--- src/hdl/task_scheduler_rr_priority_aging_top_macros.svh ---
// Assertion macros for the task scheduler top level.
`ifndef TASK_SCHEDULER_RR_PRIORITY_AGING_TOP_MACROS_SVH
`define TASK_SCHEDULER_RR_PRIORITY_AGING_TOP_MACROS_SVH

// same-cycle implication under reset
`define TSRPA_ASSERT_NOW(lbl, ante, cons, msg) \
lbl: assert property (@(posedge clk) disable iff (!arst_n) (ante) |-> (cons)) else $error(msg);

// next-cycle implication under reset
`define TSRPA_ASSERT_NEXT(lbl, ante, cons, msg) \
lbl: assert property (@(posedge clk) disable iff (!arst_n) (ante) |=> (cons)) else $error(msg);

`endif

--- src/hdl/tsrpa_pkg.sv ---
// Package: types and constants of the task scheduler.
`timescale 1ns / 1ps
package tsrpa_pkg;

	localparam int SLOT_COUNT_DEF = 64;

	localparam logic [2:0] ST_FREE     = 3'd0;
	localparam logic [2:0] ST_DYING    = 3'd1;
	localparam logic [2:0] ST_RUNNABLE = 3'd2;
	localparam logic [2:0] ST_RUNNING  = 3'd3;

	localparam logic [3:0] PRIO_TOP   = 4'd10;
	localparam logic [3:0] PRIO_LOW   = 4'd1;
	localparam logic [3:0] PRIO_RESET = 4'd5;

	localparam logic [1:0] MODE_RR   = 2'd0;
	localparam logic [1:0] MODE_PRIO = 2'd1;

	localparam logic [1:0] DEC_RUN     = 2'd0;
	localparam logic [1:0] DEC_RERUN   = 2'd1;
	localparam logic [1:0] DEC_HALT    = 2'd2;
	localparam logic [1:0] DEC_NO_LIVE = 2'd3;

	localparam logic OP_WRITE = 1'b0;
	localparam logic OP_YIELD = 1'b1;

	typedef struct packed {
		logic       operation;
		logic [5:0] slot_index;
		logic [2:0] slot_status;
		logic [3:0] slot_priority;
		logic       current_valid;
		logic [5:0] current_index;
	} in_item_t;

	typedef struct packed {
		logic [1:0]  decision;
		logic [5:0]  chosen_index;
		logic [31:0] chosen_runs;
		logic [31:0] yield_total;
	} out_item_t;

	// classified item held in the queue
	typedef struct packed {
		logic       is_yield;
		logic       wr_ok;
		logic [5:0] slot_index;
		logic [2:0] slot_status;
		logic [3:0] slot_priority;
		logic       cur_ok;
		logic [5:0] current_index;
	} q_entry_t;

	typedef struct packed {
		logic     valid;
		q_entry_t entry;
	} q_head_t;

	typedef enum logic [2:0] {
		BS_CLEAR,
		BS_IDLE,
		BS_SCAN,
		BS_DECIDE,
		BS_AGE,
		BS_RUNRD,
		BS_RUNWR,
		BS_EMIT
	} back_state_t;

endpackage

--- src/hdl/tsrpa_front.sv ---
// Front end: accepts items, classifies them and queues them.
`timescale 1ns / 1ps
module tsrpa_front import tsrpa_pkg::*; #(
	parameter int SLOT_COUNT = SLOT_COUNT_DEF
) (
	input  logic     clk,
	input  logic     arst_n,
	input  logic     in_valid,
	output logic     in_stall,
	input  in_item_t in_item,
	input  logic     q_pop,
	output q_head_t  q_head
);

	logic [1:0] count_q;
	logic       wptr_q;
	logic       rptr_q;
	q_entry_t   mem_q [2];
	q_entry_t   ent;
	logic       push;

	assign in_stall = (count_q == 2'd2);
	assign push     = in_valid && !in_stall;

	always_comb begin
		ent.is_yield      = (in_item.operation == OP_YIELD);
		ent.wr_ok         = (int'(in_item.slot_index) < SLOT_COUNT);
		ent.slot_index    = in_item.slot_index;
		ent.slot_status   = in_item.slot_status;
		ent.slot_priority = in_item.slot_priority;
		ent.cur_ok        = in_item.current_valid && (int'(in_item.current_index) < SLOT_COUNT);
		ent.current_index = in_item.current_index;
	end

	always_ff @(posedge clk or negedge arst_n) begin
		if (!arst_n) begin
			count_q <= 2'd0;
			wptr_q  <= 1'b0;
			rptr_q  <= 1'b0;
		end else begin
			if (push)
				wptr_q <= ~wptr_q;
			if (q_pop)
				rptr_q <= ~rptr_q;
			if (push && !q_pop)
				count_q <= count_q + 2'd1;
			else if (!push && q_pop)
				count_q <= count_q - 2'd1;
		end
	end

	always_ff @(posedge clk) begin
		if (push)
			mem_q[wptr_q] <= ent;
	end

	assign q_head.valid = (count_q != 2'd0);
	assign q_head.entry = mem_q[rptr_q];

endmodule

--- src/hdl/tsrpa_back.sv ---
// Back end: slot tables, scan sequencer and result register.
`timescale 1ns / 1ps
module tsrpa_back import tsrpa_pkg::*; #(
	parameter int SLOT_COUNT = SLOT_COUNT_DEF
) (
	input  logic       clk,
	input  logic       arst_n,
	input  logic [1:0] sched_mode,
	input  q_head_t    q_head,
	output logic       q_pop,
	output logic       out_valid,
	input  logic       out_stall,
	output out_item_t  out_item
);

	localparam int IW = (SLOT_COUNT > 1) ? $clog2(SLOT_COUNT) : 1;
	localparam int CW = IW + 1;
	localparam logic [CW-1:0] CNT_END = CW'(SLOT_COUNT);

	back_state_t state_q, state_d;
	logic [CW-1:0] cnt_q;
	logic          rd_vld_q;
	logic [IW-1:0] rd_idx_q;
	logic [2:0]    stat_rd_q;
	logic [3:0]    prio_rd_q;
	logic [31:0]   runs_rd_q;
	logic [IW-1:0] last_q;
	logic [31:0]   yield_q;
	logic          cvalid_q;
	logic [IW-1:0] cidx_q;
	logic          live_q;
	logic          fa_found_q, f0_found_q, b_found_q;
	logic [IW-1:0] fa_q, f0_q, bidx_q;
	logic [3:0]    best_q;
	logic [2:0]    cstat_q;
	logic [IW-1:0] tgt_q;
	logic          inc_q;
	logic [1:0]    dec_q;
	logic [31:0]   runs_q;
	logic          out_valid_q;
	out_item_t     out_q;

	logic [2:0]    stat_mem [SLOT_COUNT];
	logic [3:0]    prio_mem [SLOT_COUNT];
	logic [31:0]   runs_mem [SLOT_COUNT];

	logic          stat_we, prio_we, runs_we;
	logic [IW-1:0] stat_wa, prio_wa;
	logic [2:0]    stat_wd;
	logic [3:0]    prio_wd;
	logic [31:0]   runs_wd;
	logic [IW-1:0] runs_wa;

	logic          scan_done, out_free, cnt_run, runnable;
	logic          nd_inc;
	logic [1:0]    nd_dec;
	logic [IW-1:0] nd_tgt;
	logic [1:0]    nd_halt;

	assign cnt_run   = (cnt_q != CNT_END);
	assign scan_done = !cnt_run && !rd_vld_q;
	assign out_free  = !out_valid_q || !out_stall;
	assign runnable  = (stat_rd_q == ST_RUNNABLE);
	assign nd_halt   = live_q ? DEC_HALT : DEC_NO_LIVE;

	always_comb begin
		state_d = state_q;
		q_pop   = 1'b0;
		nd_tgt  = '0;
		nd_inc  = 1'b0;
		nd_dec  = nd_halt;
		case (state_q)
			BS_CLEAR: begin
				if (!cnt_run)
					state_d = BS_IDLE;
			end
			BS_IDLE: begin
				if (q_head.valid) begin
					q_pop = 1'b1;
					if (q_head.entry.is_yield)
						state_d = BS_SCAN;
				end
			end
			BS_SCAN: begin
				if (scan_done)
					state_d = BS_DECIDE;
			end
			BS_DECIDE: begin
				state_d = BS_EMIT;
				if (sched_mode == MODE_RR || sched_mode == MODE_PRIO) begin
					if ((sched_mode == MODE_RR) ? (fa_found_q || f0_found_q) : b_found_q) begin
						nd_tgt  = (sched_mode == MODE_PRIO) ? bidx_q : (fa_found_q ? fa_q : f0_q);
						nd_inc  = 1'b1;
						nd_dec  = DEC_RUN;
						state_d = (sched_mode == MODE_PRIO) ? BS_AGE : BS_RUNRD;
					end else if (cvalid_q && cstat_q == ST_RUNNING) begin
						nd_tgt  = cidx_q;
						nd_inc  = 1'b1;
						nd_dec  = DEC_RERUN;
						state_d = BS_RUNRD;
					end
				end else if (cvalid_q) begin
					nd_tgt  = cidx_q;
					nd_dec  = DEC_RERUN;
					state_d = BS_RUNRD;
				end
			end
			BS_AGE: begin
				if (scan_done)
					state_d = BS_RUNRD;
			end
			BS_RUNRD: state_d = BS_RUNWR;
			BS_RUNWR: state_d = BS_EMIT;
			BS_EMIT: begin
				if (out_free)
					state_d = BS_IDLE;
			end
			default: state_d = BS_IDLE;
		endcase
	end

	always_comb begin
		stat_we = 1'b0;
		prio_we = 1'b0;
		runs_we = 1'b0;
		stat_wa = cnt_q[IW-1:0];
		prio_wa = cnt_q[IW-1:0];
		runs_wa = cnt_q[IW-1:0];
		stat_wd = ST_FREE;
		prio_wd = PRIO_RESET;
		runs_wd = '0;
		if (state_q == BS_CLEAR && cnt_run) begin
			stat_we = 1'b1;
			prio_we = 1'b1;
			runs_we = 1'b1;
		end else if (q_pop && !q_head.entry.is_yield && q_head.entry.wr_ok) begin
			stat_we = 1'b1;
			prio_we = 1'b1;
			stat_wa = IW'(q_head.entry.slot_index);
			prio_wa = IW'(q_head.entry.slot_index);
			stat_wd = q_head.entry.slot_status;
			prio_wd = q_head.entry.slot_priority;
		end else if (state_q == BS_AGE && rd_vld_q && runnable) begin
			prio_wa = rd_idx_q;
			if (rd_idx_q == tgt_q) begin
				prio_we = (prio_rd_q > PRIO_LOW);
				prio_wd = PRIO_LOW;
			end else begin
				prio_we = (prio_rd_q < PRIO_TOP);
				prio_wd = prio_rd_q + 4'd1;
			end
		end else if (state_q == BS_RUNWR && inc_q) begin
			runs_we = 1'b1;
			runs_wa = tgt_q;
			runs_wd = runs_rd_q + 32'd1;
		end
	end

	always_ff @(posedge clk) begin
		if (stat_we)
			stat_mem[stat_wa] <= stat_wd;
		if (prio_we)
			prio_mem[prio_wa] <= prio_wd;
		if (runs_we)
			runs_mem[runs_wa] <= runs_wd;
		stat_rd_q <= stat_mem[cnt_q[IW-1:0]];
		prio_rd_q <= prio_mem[cnt_q[IW-1:0]];
		runs_rd_q <= runs_mem[tgt_q];
	end

	always_ff @(posedge clk or negedge arst_n) begin
		if (!arst_n) begin
			state_q     <= BS_CLEAR;
			cnt_q       <= '0;
			rd_vld_q    <= 1'b0;
			out_valid_q <= 1'b0;
			last_q      <= '0;
			yield_q     <= '0;
		end else begin
			state_q  <= state_d;
			rd_vld_q <= (state_q == BS_SCAN || state_q == BS_AGE) && cnt_run;
			case (state_q)
				BS_CLEAR, BS_SCAN, BS_AGE: begin
					if (cnt_run)
						cnt_q <= cnt_q + CW'(1);
				end
				default: cnt_q <= '0;
			endcase
			if (q_pop && q_head.entry.is_yield) begin
				yield_q <= yield_q + 32'd1;
				if (q_head.entry.cur_ok)
					last_q <= IW'(q_head.entry.current_index);
			end
			if (state_q == BS_EMIT && out_free)
				out_valid_q <= 1'b1;
			else if (!out_stall)
				out_valid_q <= 1'b0;
		end
	end

	always_ff @(posedge clk) begin
		if (q_pop) begin
			cvalid_q   <= q_head.entry.cur_ok;
			cidx_q     <= IW'(q_head.entry.current_index);
			live_q     <= 1'b0;
			fa_found_q <= 1'b0;
			f0_found_q <= 1'b0;
			b_found_q  <= 1'b0;
		end
		if (state_q == BS_SCAN && rd_vld_q) begin
			if (stat_rd_q == ST_RUNNABLE || stat_rd_q == ST_RUNNING || stat_rd_q == ST_DYING)
				live_q <= 1'b1;
			if (runnable && !fa_found_q && rd_idx_q > last_q) begin
				fa_found_q <= 1'b1;
				fa_q       <= rd_idx_q;
			end
			if (runnable && !f0_found_q) begin
				f0_found_q <= 1'b1;
				f0_q       <= rd_idx_q;
			end
			if (runnable && (!b_found_q || prio_rd_q > best_q)) begin
				b_found_q <= 1'b1;
				best_q    <= prio_rd_q;
				bidx_q    <= rd_idx_q;
			end
			if (rd_idx_q == cidx_q)
				cstat_q <= stat_rd_q;
		end
		rd_idx_q <= cnt_q[IW-1:0];
		if (state_q == BS_DECIDE) begin
			tgt_q  <= nd_tgt;
			inc_q  <= nd_inc;
			dec_q  <= nd_dec;
			runs_q <= '0;
		end
		if (state_q == BS_RUNWR)
			runs_q <= runs_rd_q + {31'd0, inc_q};
		if (state_q == BS_EMIT && out_free) begin
			out_q.decision     <= dec_q;
			out_q.chosen_index <= 6'(tgt_q);
			out_q.chosen_runs  <= runs_q;
			out_q.yield_total  <= yield_q;
		end
	end

	assign out_valid = out_valid_q;
	assign out_item  = out_q;

endmodule

--- src/hdl/task_scheduler_rr_priority_aging_top.sv ---
// A write item is queued when accepted, written to the slot tables when the back end takes
// it from the queue, and gives no result. A yield gives its result after a scan pass, in
// priority mode also after an aging pass: each pass reads the slot table one entry a cycle
// through one memory port. The back end takes no new item until that result is sent; a
// two-entry queue takes items meanwhile. Reset: asynchronous, active low; then a clearing
// pass over all slots takes no item from the queue. Mode register resets to round robin.
`timescale 1ns / 1ps
`include "task_scheduler_rr_priority_aging_top_macros.svh"
module task_scheduler_rr_priority_aging_top import tsrpa_pkg::*; #(
	parameter int SLOT_COUNT = SLOT_COUNT_DEF
) (
	input  logic       clk,
	input  logic       arst_n,
	input  logic       in_valid,
	output logic       in_stall,
	input  in_item_t   in_item,
	output logic       out_valid,
	input  logic       out_stall,
	output out_item_t  out_item,
	input  logic       cfg_valid,
	output logic       cfg_ready,
	input  logic [1:0] cfg_data
);

	logic [1:0] mode_q;
	q_head_t    q_head;
	logic       q_pop;

	assign cfg_ready = 1'b1;

	always_ff @(posedge clk or negedge arst_n) begin
		if (!arst_n)
			mode_q <= MODE_RR;
		else if (cfg_valid && cfg_ready)
			mode_q <= cfg_data;
	end

	tsrpa_front #(.SLOT_COUNT(SLOT_COUNT)) u_front (
		.clk      (clk),
		.arst_n   (arst_n),
		.in_valid (in_valid),
		.in_stall (in_stall),
		.in_item  (in_item),
		.q_pop    (q_pop),
		.q_head   (q_head)
	);

	tsrpa_back #(.SLOT_COUNT(SLOT_COUNT)) u_back (
		.clk        (clk),
		.arst_n     (arst_n),
		.sched_mode (mode_q),
		.q_head     (q_head),
		.q_pop      (q_pop),
		.out_valid  (out_valid),
		.out_stall  (out_stall),
		.out_item   (out_item)
	);

	`TSRPA_ASSERT_NOW(a_pop_needs_item, q_pop, q_head.valid, "pop from empty queue")
	`TSRPA_ASSERT_NOW(a_idle_no_slot, out_valid && (out_item.decision == DEC_HALT || out_item.decision == DEC_NO_LIVE), out_item.chosen_index == 6'd0 && out_item.chosen_runs == 32'd0, "halt result carries a slot")
	`TSRPA_ASSERT_NEXT(a_out_hold, out_valid && out_stall, out_valid && $stable(out_item), "stalled result changed")

endmodule
--- config.mk ---
export PLATFORM = sky130hd
export DESIGN_NAME = task_scheduler_rr_priority_aging_top
export DESIGN_NICKNAME = d
export VERILOG_FILES = /design/src/hdl/tsrpa_pkg.sv /design/src/hdl/tsrpa_front.sv /design/src/hdl/tsrpa_back.sv /design/src/hdl/task_scheduler_rr_priority_aging_top.sv
export VERILOG_INCLUDE_DIRS = /design/src /design/src/hdl
export SDC_FILE = /design/constraint.sdc
export NUM_CORES = 2
export LEC_CHECK = 0
export BUFFER_PORTS_ARGS = -buffer_cell sky130_fd_sc_hd__buf_2
export CELL_PAD_IN_SITES_DETAIL_PLACEMENT = 0
export CELL_PAD_IN_SITES_GLOBAL_PLACEMENT = 1
export CORE_MARGIN = 1.5
export CORE_UTILIZATION = 35
export DETAILED_ROUTE_END_ITERATION = 8
export PLACE_DENSITY = 0.62
export SYNTH_ARGS = -nofsm -noshare
export SYNTH_HDL_FRONTEND = slang
export SYNTH_SLANG_ARGS = --single-unit
--- constraint.sdc ---
create_clock -name clk -period 13.5 [get_ports clk]
set_input_delay 1.35 -clock clk [delete_from_list [all_inputs] [get_ports clk]]
set_output_delay 1.35 -clock clk [all_outputs]
set_load 0.01 [all_outputs]
# After elaboration in Yosys (flattened, before gate mapping)

Memories as Yosys holds them, arrays and structs flattened. A register that Yosys moved wholly into a read port is not among the register bits.
Cells that the tools add are included.

Memory bits (writable): 2538
Logic and storage cells: 205
Register bits after elaboration: 211
Output and inout port bits: 75
Input port bits: 28
Memories: 4

Equality and inequality tests: 24
Reduce and logical (&&, ||, !) cells: 49
Bitwise logic cells: 2
Multiplexer cells: 85
Add/sub/neg operators: 7
Order comparisons: 4

Memories:

| memory          | words | width | rd ports | clocked after Yosys merged registers in | write ports | RTL line          | source |
|---|---|---|---|---|---|---|---|
| u_back.runs_mem | 64    | 32    | 1        | 1                                       | 1           | tsrpa_back.sv:45  | `logic [31:0] runs_mem [SLOT_COUNT];` |
| u_back.prio_mem | 64    | 4     | 1        | 1                                       | 1           | tsrpa_back.sv:44  | `logic [3:0] prio_mem [SLOT_COUNT];` |
| u_back.stat_mem | 64    | 3     | 1        | 1                                       | 1           | tsrpa_back.sv:43  | `logic [2:0] stat_mem [SLOT_COUNT];` |
| u_front.mem_q   | 2     | 21    | 1        | 0                                       | 1           | tsrpa_front.sv:18 | `q_entry_t mem_q [2];` |

Operator list:

| cell                                                                  | count |
|---|---|
| 32-bit two-way mux                                                    | 6 |
| 6-bit two-way mux                                                     | 15 |
| 32-bit by 1-bit adder with 32-bit output, second input constant       | 2 |
| 1-bit two-way mux                                                     | 39 |
| 32-bit by 1-bit adder with 32-bit output                              | 1 |
| 3-bit two-way mux                                                     | 10 |
| 3-bit case mux with 8 select lines                                    | 1 |
| 1-bit logical AND                                                     | 18 |
| 2-bit two-way mux                                                     | 8 |
| 4-bit two-way mux                                                     | 4 |
| 3-bit by 2-bit equality test with 1-bit output, second input constant | 5 |
| 7-bit two-way mux                                                     | 2 |
| 3-bit equality test, second input constant                            | 4 |
| 6-bit equality test                                                   | 2 |
| 2-bit by 1-bit != test with 1-bit output, second input constant       | 6 |
| 1-bit zero test                                                       | 11 |
| 2-bit AND reduction                                                   | 5 |
| 7-bit by 1-bit adder with 7-bit output, second input constant         | 1 |
| 1-bit logical OR                                                      | 7 |
| 7-bit != test, second input constant                                  | 1 |
| 3-bit by 1-bit equality test with 1-bit output, second input constant | 2 |
| 6-bit greater-than comparator                                         | 1 |
| 6-bit AND reduction                                                   | 1 |
| 2-bit nonzero test                                                    | 3 |
| other kinds (14)                                                      | 16 |

# Logic depth before layout (Yosys ltp)

Word-level depth: 9
Gate-level depth with buffers: 11
Gate-level depth less buffers: 8

# By module

From an unflattened synthesis, not the netlist that was laid out.

Cells, all modules: 5280
Area, all modules: 107812.2 um^2

By module, submodules not included:

| module                               | instances | sequential area each (um^2) | area each (um^2) | cells an instance |
|---|---|---|---|---|
| tsrpa_back                           | 1         | 81538.2                     | 105999.2         | 5188 |
| tsrpa_front                          | 1         | 1361.3                      | 1729.2           | 86 |
| task_scheduler_rr_priority_aging_top | 1         | 50.0                        | 83.8             | 6 |

# Worst setup path before layout

Ideal clock, no wire load.

Path kind: input port to flip-flop
Start point: in out_stall
End point: reg u_back.out_q (netlist bit u_back.out_item[0]), enable pin
Stages: 1
Data required time: 12971 ps
Buffers on the path: 0
Setup slack: 8039 ps
Arrival time: 4932 ps
Path through: a21oi_1

Word-level cells in the longest chain between the ends: 3

Ends and longest elaborated chain:

| item              | RTL line                                   | source |
|---|---|---|
| start, declared   | task_scheduler_rr_priority_aging_top.sv:18 | `input logic out_stall,` |
| 1-bit zero test   | tsrpa_back.sv:62                           | `assign out_free = !out_valid_q \|\| !out_stall;` |
| 1-bit logical OR  | tsrpa_back.sv:62                           |  |
| 1-bit logical AND | tsrpa_back.sv:238                          | `if (state_q == BS_EMIT && out_free) begin` |
| end, declared     | tsrpa_back.sv:41                           | `out_item_t out_q;` |

Every way passes these cells.
A chain may end at the register's enable or synchronous reset.

==> flow_summary.json <==
{
  "synth_nets": 5433,
  "syn_area_um2": 108000,
  "rsz0062_at_grt": "no",
  "yosysSeqAreaShare_pct": 76.8,
  "critical_path.max_stage_delay_ns": 1.06,
  "synth_simple_gate_area_share_pct": 3.48,
  "reg2regPathDepth": 8,
  "routedWlPerCell_um": 29.2,
  "io_buffers": 101,
  "post_layout_nonfiller_instances": 9981,
  "syn_to_final_growth_pct": 14.6,
  "postSynthCellCount": 5385,
  "synth-compound-area-share_pct": 3.43,
  "cts_tree": "yes",
  "mostFrequentLayoutCells": "2683 x edfxtp_1, 559 x mux4_2, 303 x clkbuf_16",
  "clockBufferDepth": 4,
  "coreArea_um2": 306000,
  "antenna_found_initial": 14,
  "dp.cells": 9451,
  "holdBufCountCts": 0,
  "synth_edf_count": 2683,
  "tightestPinTransition_ns": 1.38,
  "rr_startpoint": "u_back.tgt_q[1]",
  "hold_class": "flop to flop",
  "seq_area_um2": 83000,
  "grt_pass1_wl_mm": 414,
  "routed_wl_mm": 292,
  "whs_ns": 0.416,
  "drive_gt1_share_pct": 24.4,
  "cts_resized": 0,
  "cts_buffers": 298,
  "startpoint": "u_back.tgt_q[1]",
  "ir_drop_v": 0.000107,
  "drtIter0Drc": 6011,
  "htree_num_levels": 5,
  "fin_crit_ns": 5.07,
  "die_area_um2": 312000,
  "ant_nets": 0,
  "finalSetupTns_ns": 0,
  "placed_area_um2": 114000,
  "crit_chain": "buf_12 -> clkinv_2 -> buf_4 -> nor2_2 -> a21oi_1 -> a221oi_1 -> a31oi_1 -> and3_1",
  "io_pins": 103,
  "clock-sinks": 2788,
  "synth-adder-area-share_pct": 0.232,
  "avgSynthCellArea_um2": 20.0,
  "cp_data_required_time_ns": 14.27,
  "cp-end-kind": "flop",
  "post-route-drc-count": 0,
  "synth_top_family_by_area": "multiplexers",
  "final_nets": 5699,
  "ys_async_sr_fraction_pct": 2.01,
  "finalInstanceArea_um2": 124000,
  "synth-seq-cells": 2788,
  "reg2reg_to": "u_back.runs_rd_q[1]",
  "crit_path_end": "u_back.runs_rd_q[1]",
  "die_h_um": 558,
  "initial_utilization_pct": 35.2,
  "num_rows": 203,
  "drv_cap": 0,
  "synth-main-ff-cell": "edfxtp_1",
  "max_freq_mhz": 197,
  "setup_violations": 0,
  "grt_overflow_total": 0,
  "drv_slew": 0,
  "die_w_um": 558,
  "first_global_vias": 55000,
  "cp_max_fo": 113,
  "globalplace.congestion": 0.821,
  "final_common_cell": "edfxtp_1",
  "vias": 54500,
  "post-route-period-util_pct": 37.6,
  "fin_skew_ns": 0.0619,
  "cp.arrival_ns": 5.84,
  "dp_hpwl_mm": 176,
  "yosysWarnings": 0,
  "clk_latency_ns": 0.88,
  "track_usage_pct": 18.5,
  "reg2reg_setup_slack_ns": 8.43,
  "synthXorXnorAreaFrac_pct": 0.901,
  "synth.distinct_cells": 86,
  "run_status": "completed",
  "multi_input_area_um2": 24500,
  "dr.pass1.iters": 5,
  "cts.clk_slew.worst_paths_ns": 0.06,
  "vias_per_cell": 5.46,
  "cts_setup_buffers": 0,
  "crit_slowest_cell": "a221oi_1",
  "fill_cells": 27300,
  "hold_viol_final": 0,
  "power_mw": 22.5,
  "grt_max_degree": 114,
  "synthMuxAreaShare_pct": 13.8,
  "root_buffer": "clkbuf_16",
  "maxSlewHeadroom_pct": 7.72,
  "cp-start-kind": "flop",
  "crit_type": "flop to flop",
  "p_leak_nw": 39.0,
  "powerDensity_nw_per_um2": 182
}
-- worst min path at each step --
stage,end,startpoint,depth (start not counted),slack (ns)
6_report,u_back.out_item[63],u_back.runs_q[31],0,0.42
5_1_grt,u_back.out_item[45],u_back.runs_q[13],0,0.42
4_1_cts,u_back.out_item[45],u_back.runs_q[13],0,0.42
3_5_place_dp,u_back.out_item[50],u_back.runs_q[18],0,0.41
3_3_place_gp,u_back.out_item[50],u_back.runs_q[18],0,0.41
2_1_floorplan,u_back.rd_idx_q[3],u_back.cnt_q[3],0,0.35
-- registers in the layout, summed over array words and instances (netlist names), 2 cells and up --
register,flops
u_back.runs_mem,2048
u_back.prio_mem,256
u_back.stat_mem,192
u_back.out_item,72
u_front.mem_q,42
u_back.runs_q,32
u_back.runs_rd_q,32
u_back.yield_q,32
u_back.cnt_q,7
u_back.bidx_q,6
u_back.cidx_q,6
u_back.f0_q,6
u_back.fa_q,6
u_back.last_q,6
u_back.rd_idx_q,6
u_back.tgt_q,6
u_back.best_q,4
u_back.prio_rd_q,4
u_back.cstat_q,3
u_back.stat_rd_q,3
u_back.state_q,3
mode_q,2
u_back.dec_q,2
u_front.count_q,2
-- logic make-up after synthesis --
family	Yosys count
other	1
multiplexers	778
buffers and inverters	305
adder cells (fa/ha/maj)	20
AO/OA/AOI/OAI	555
flip-flops	2788
XOR/XNOR	111
AND/OR/NAND/NOR	827
-- power breakdown --
group | internal (mW) | leakage (nW) | switching, mW | total, mW
logic | 1.33 | 8.53 | 2.75 | 4.08
registers | 10.2 | 25.9 | 0.296 | 10.5
clock network | 4.54 | 4.56 | 3.35 | 7.89
-- synthesized netlist by cell type, types with 7 or more instances --
cell type	count	area, µm²
edfxtp_1	2683	80600
mux4_2	559	12600
nor2_1	345	1290
nand2_1	225	845
mux2i_1	171	1710
a21oi_1	119	596
o22ai_1	115	719
buf_2	102	510
clkbuf_1	102	383
a22oi_1	86	646
o21ai_0	70	350
xor2_1	59	517
dfrtp_1	56	1400
nand3_1	54	270
xnor2_1	52	455
dfxtp_1	49	981
mux2_2	48	541
nor3_1	44	220
buf_4	39	293
a31oi_1	28	175
buf_1	27	101
inv_1	26	97.6
a221oi_1	25	219
ha_1	20	250
nand4_1	20	125
nor4_1	20	125
a211oi_1	19	143
o221ai_1	19	166
or3_1	17	106
nand2b_1	14	87.6
and3_1	13	81.3
o22a_1	13	114
nor2b_1	12	75.1
and2_1	11	68.8
o21a_1	10	75.1
and4_1	9	78.8
o211ai_1	9	67.6
or2_2	9	56.3
or4_1	7	52.6
-- routing by layer --
metal	wire [µm]	vias up	track usage (%)
met2	138000	1911	29.4
li1	-	22700	-
met3	18600	389	2.73
met1	128000	29500	26.5
met4	7410	2	4.84
met5	11	-	0
-- critical path, delay by kind of cell, from the launching register on --
kind | cells | cell delay, ns
AND/OR/NAND/NOR | 2 | 1.25
buffers and inverters | 3 | 1.49
flip-flops | 1 | 0.39
AO/OA/AOI/OAI | 3 | 1.37
-- per-stage QoR --
stage          worst slack [ns]  utilization (%)
3_3_place_gp               8.54             37.3
2_1_floorplan              8.04                -
4_1_cts                    8.60             40.4
3_5_place_dp               8.57             37.3
5_1_grt                    8.31             40.4
6_report                   8.43             40.4
-- area by class of cell --
class | instances | area share, %
timing repair buffer | 244 | 1.35
sequential | 2788 | 67.1
multi-input combinational | 2292 | 19.8
inverter | 27 | 0.0830
tap | 4100 | 4.15
clock inverter | 153 | 1.08
antenna | 4 | 0.00809
clock buffer | 373 | 6.45
Note: power is estimated with default switching activity, not from simulation.
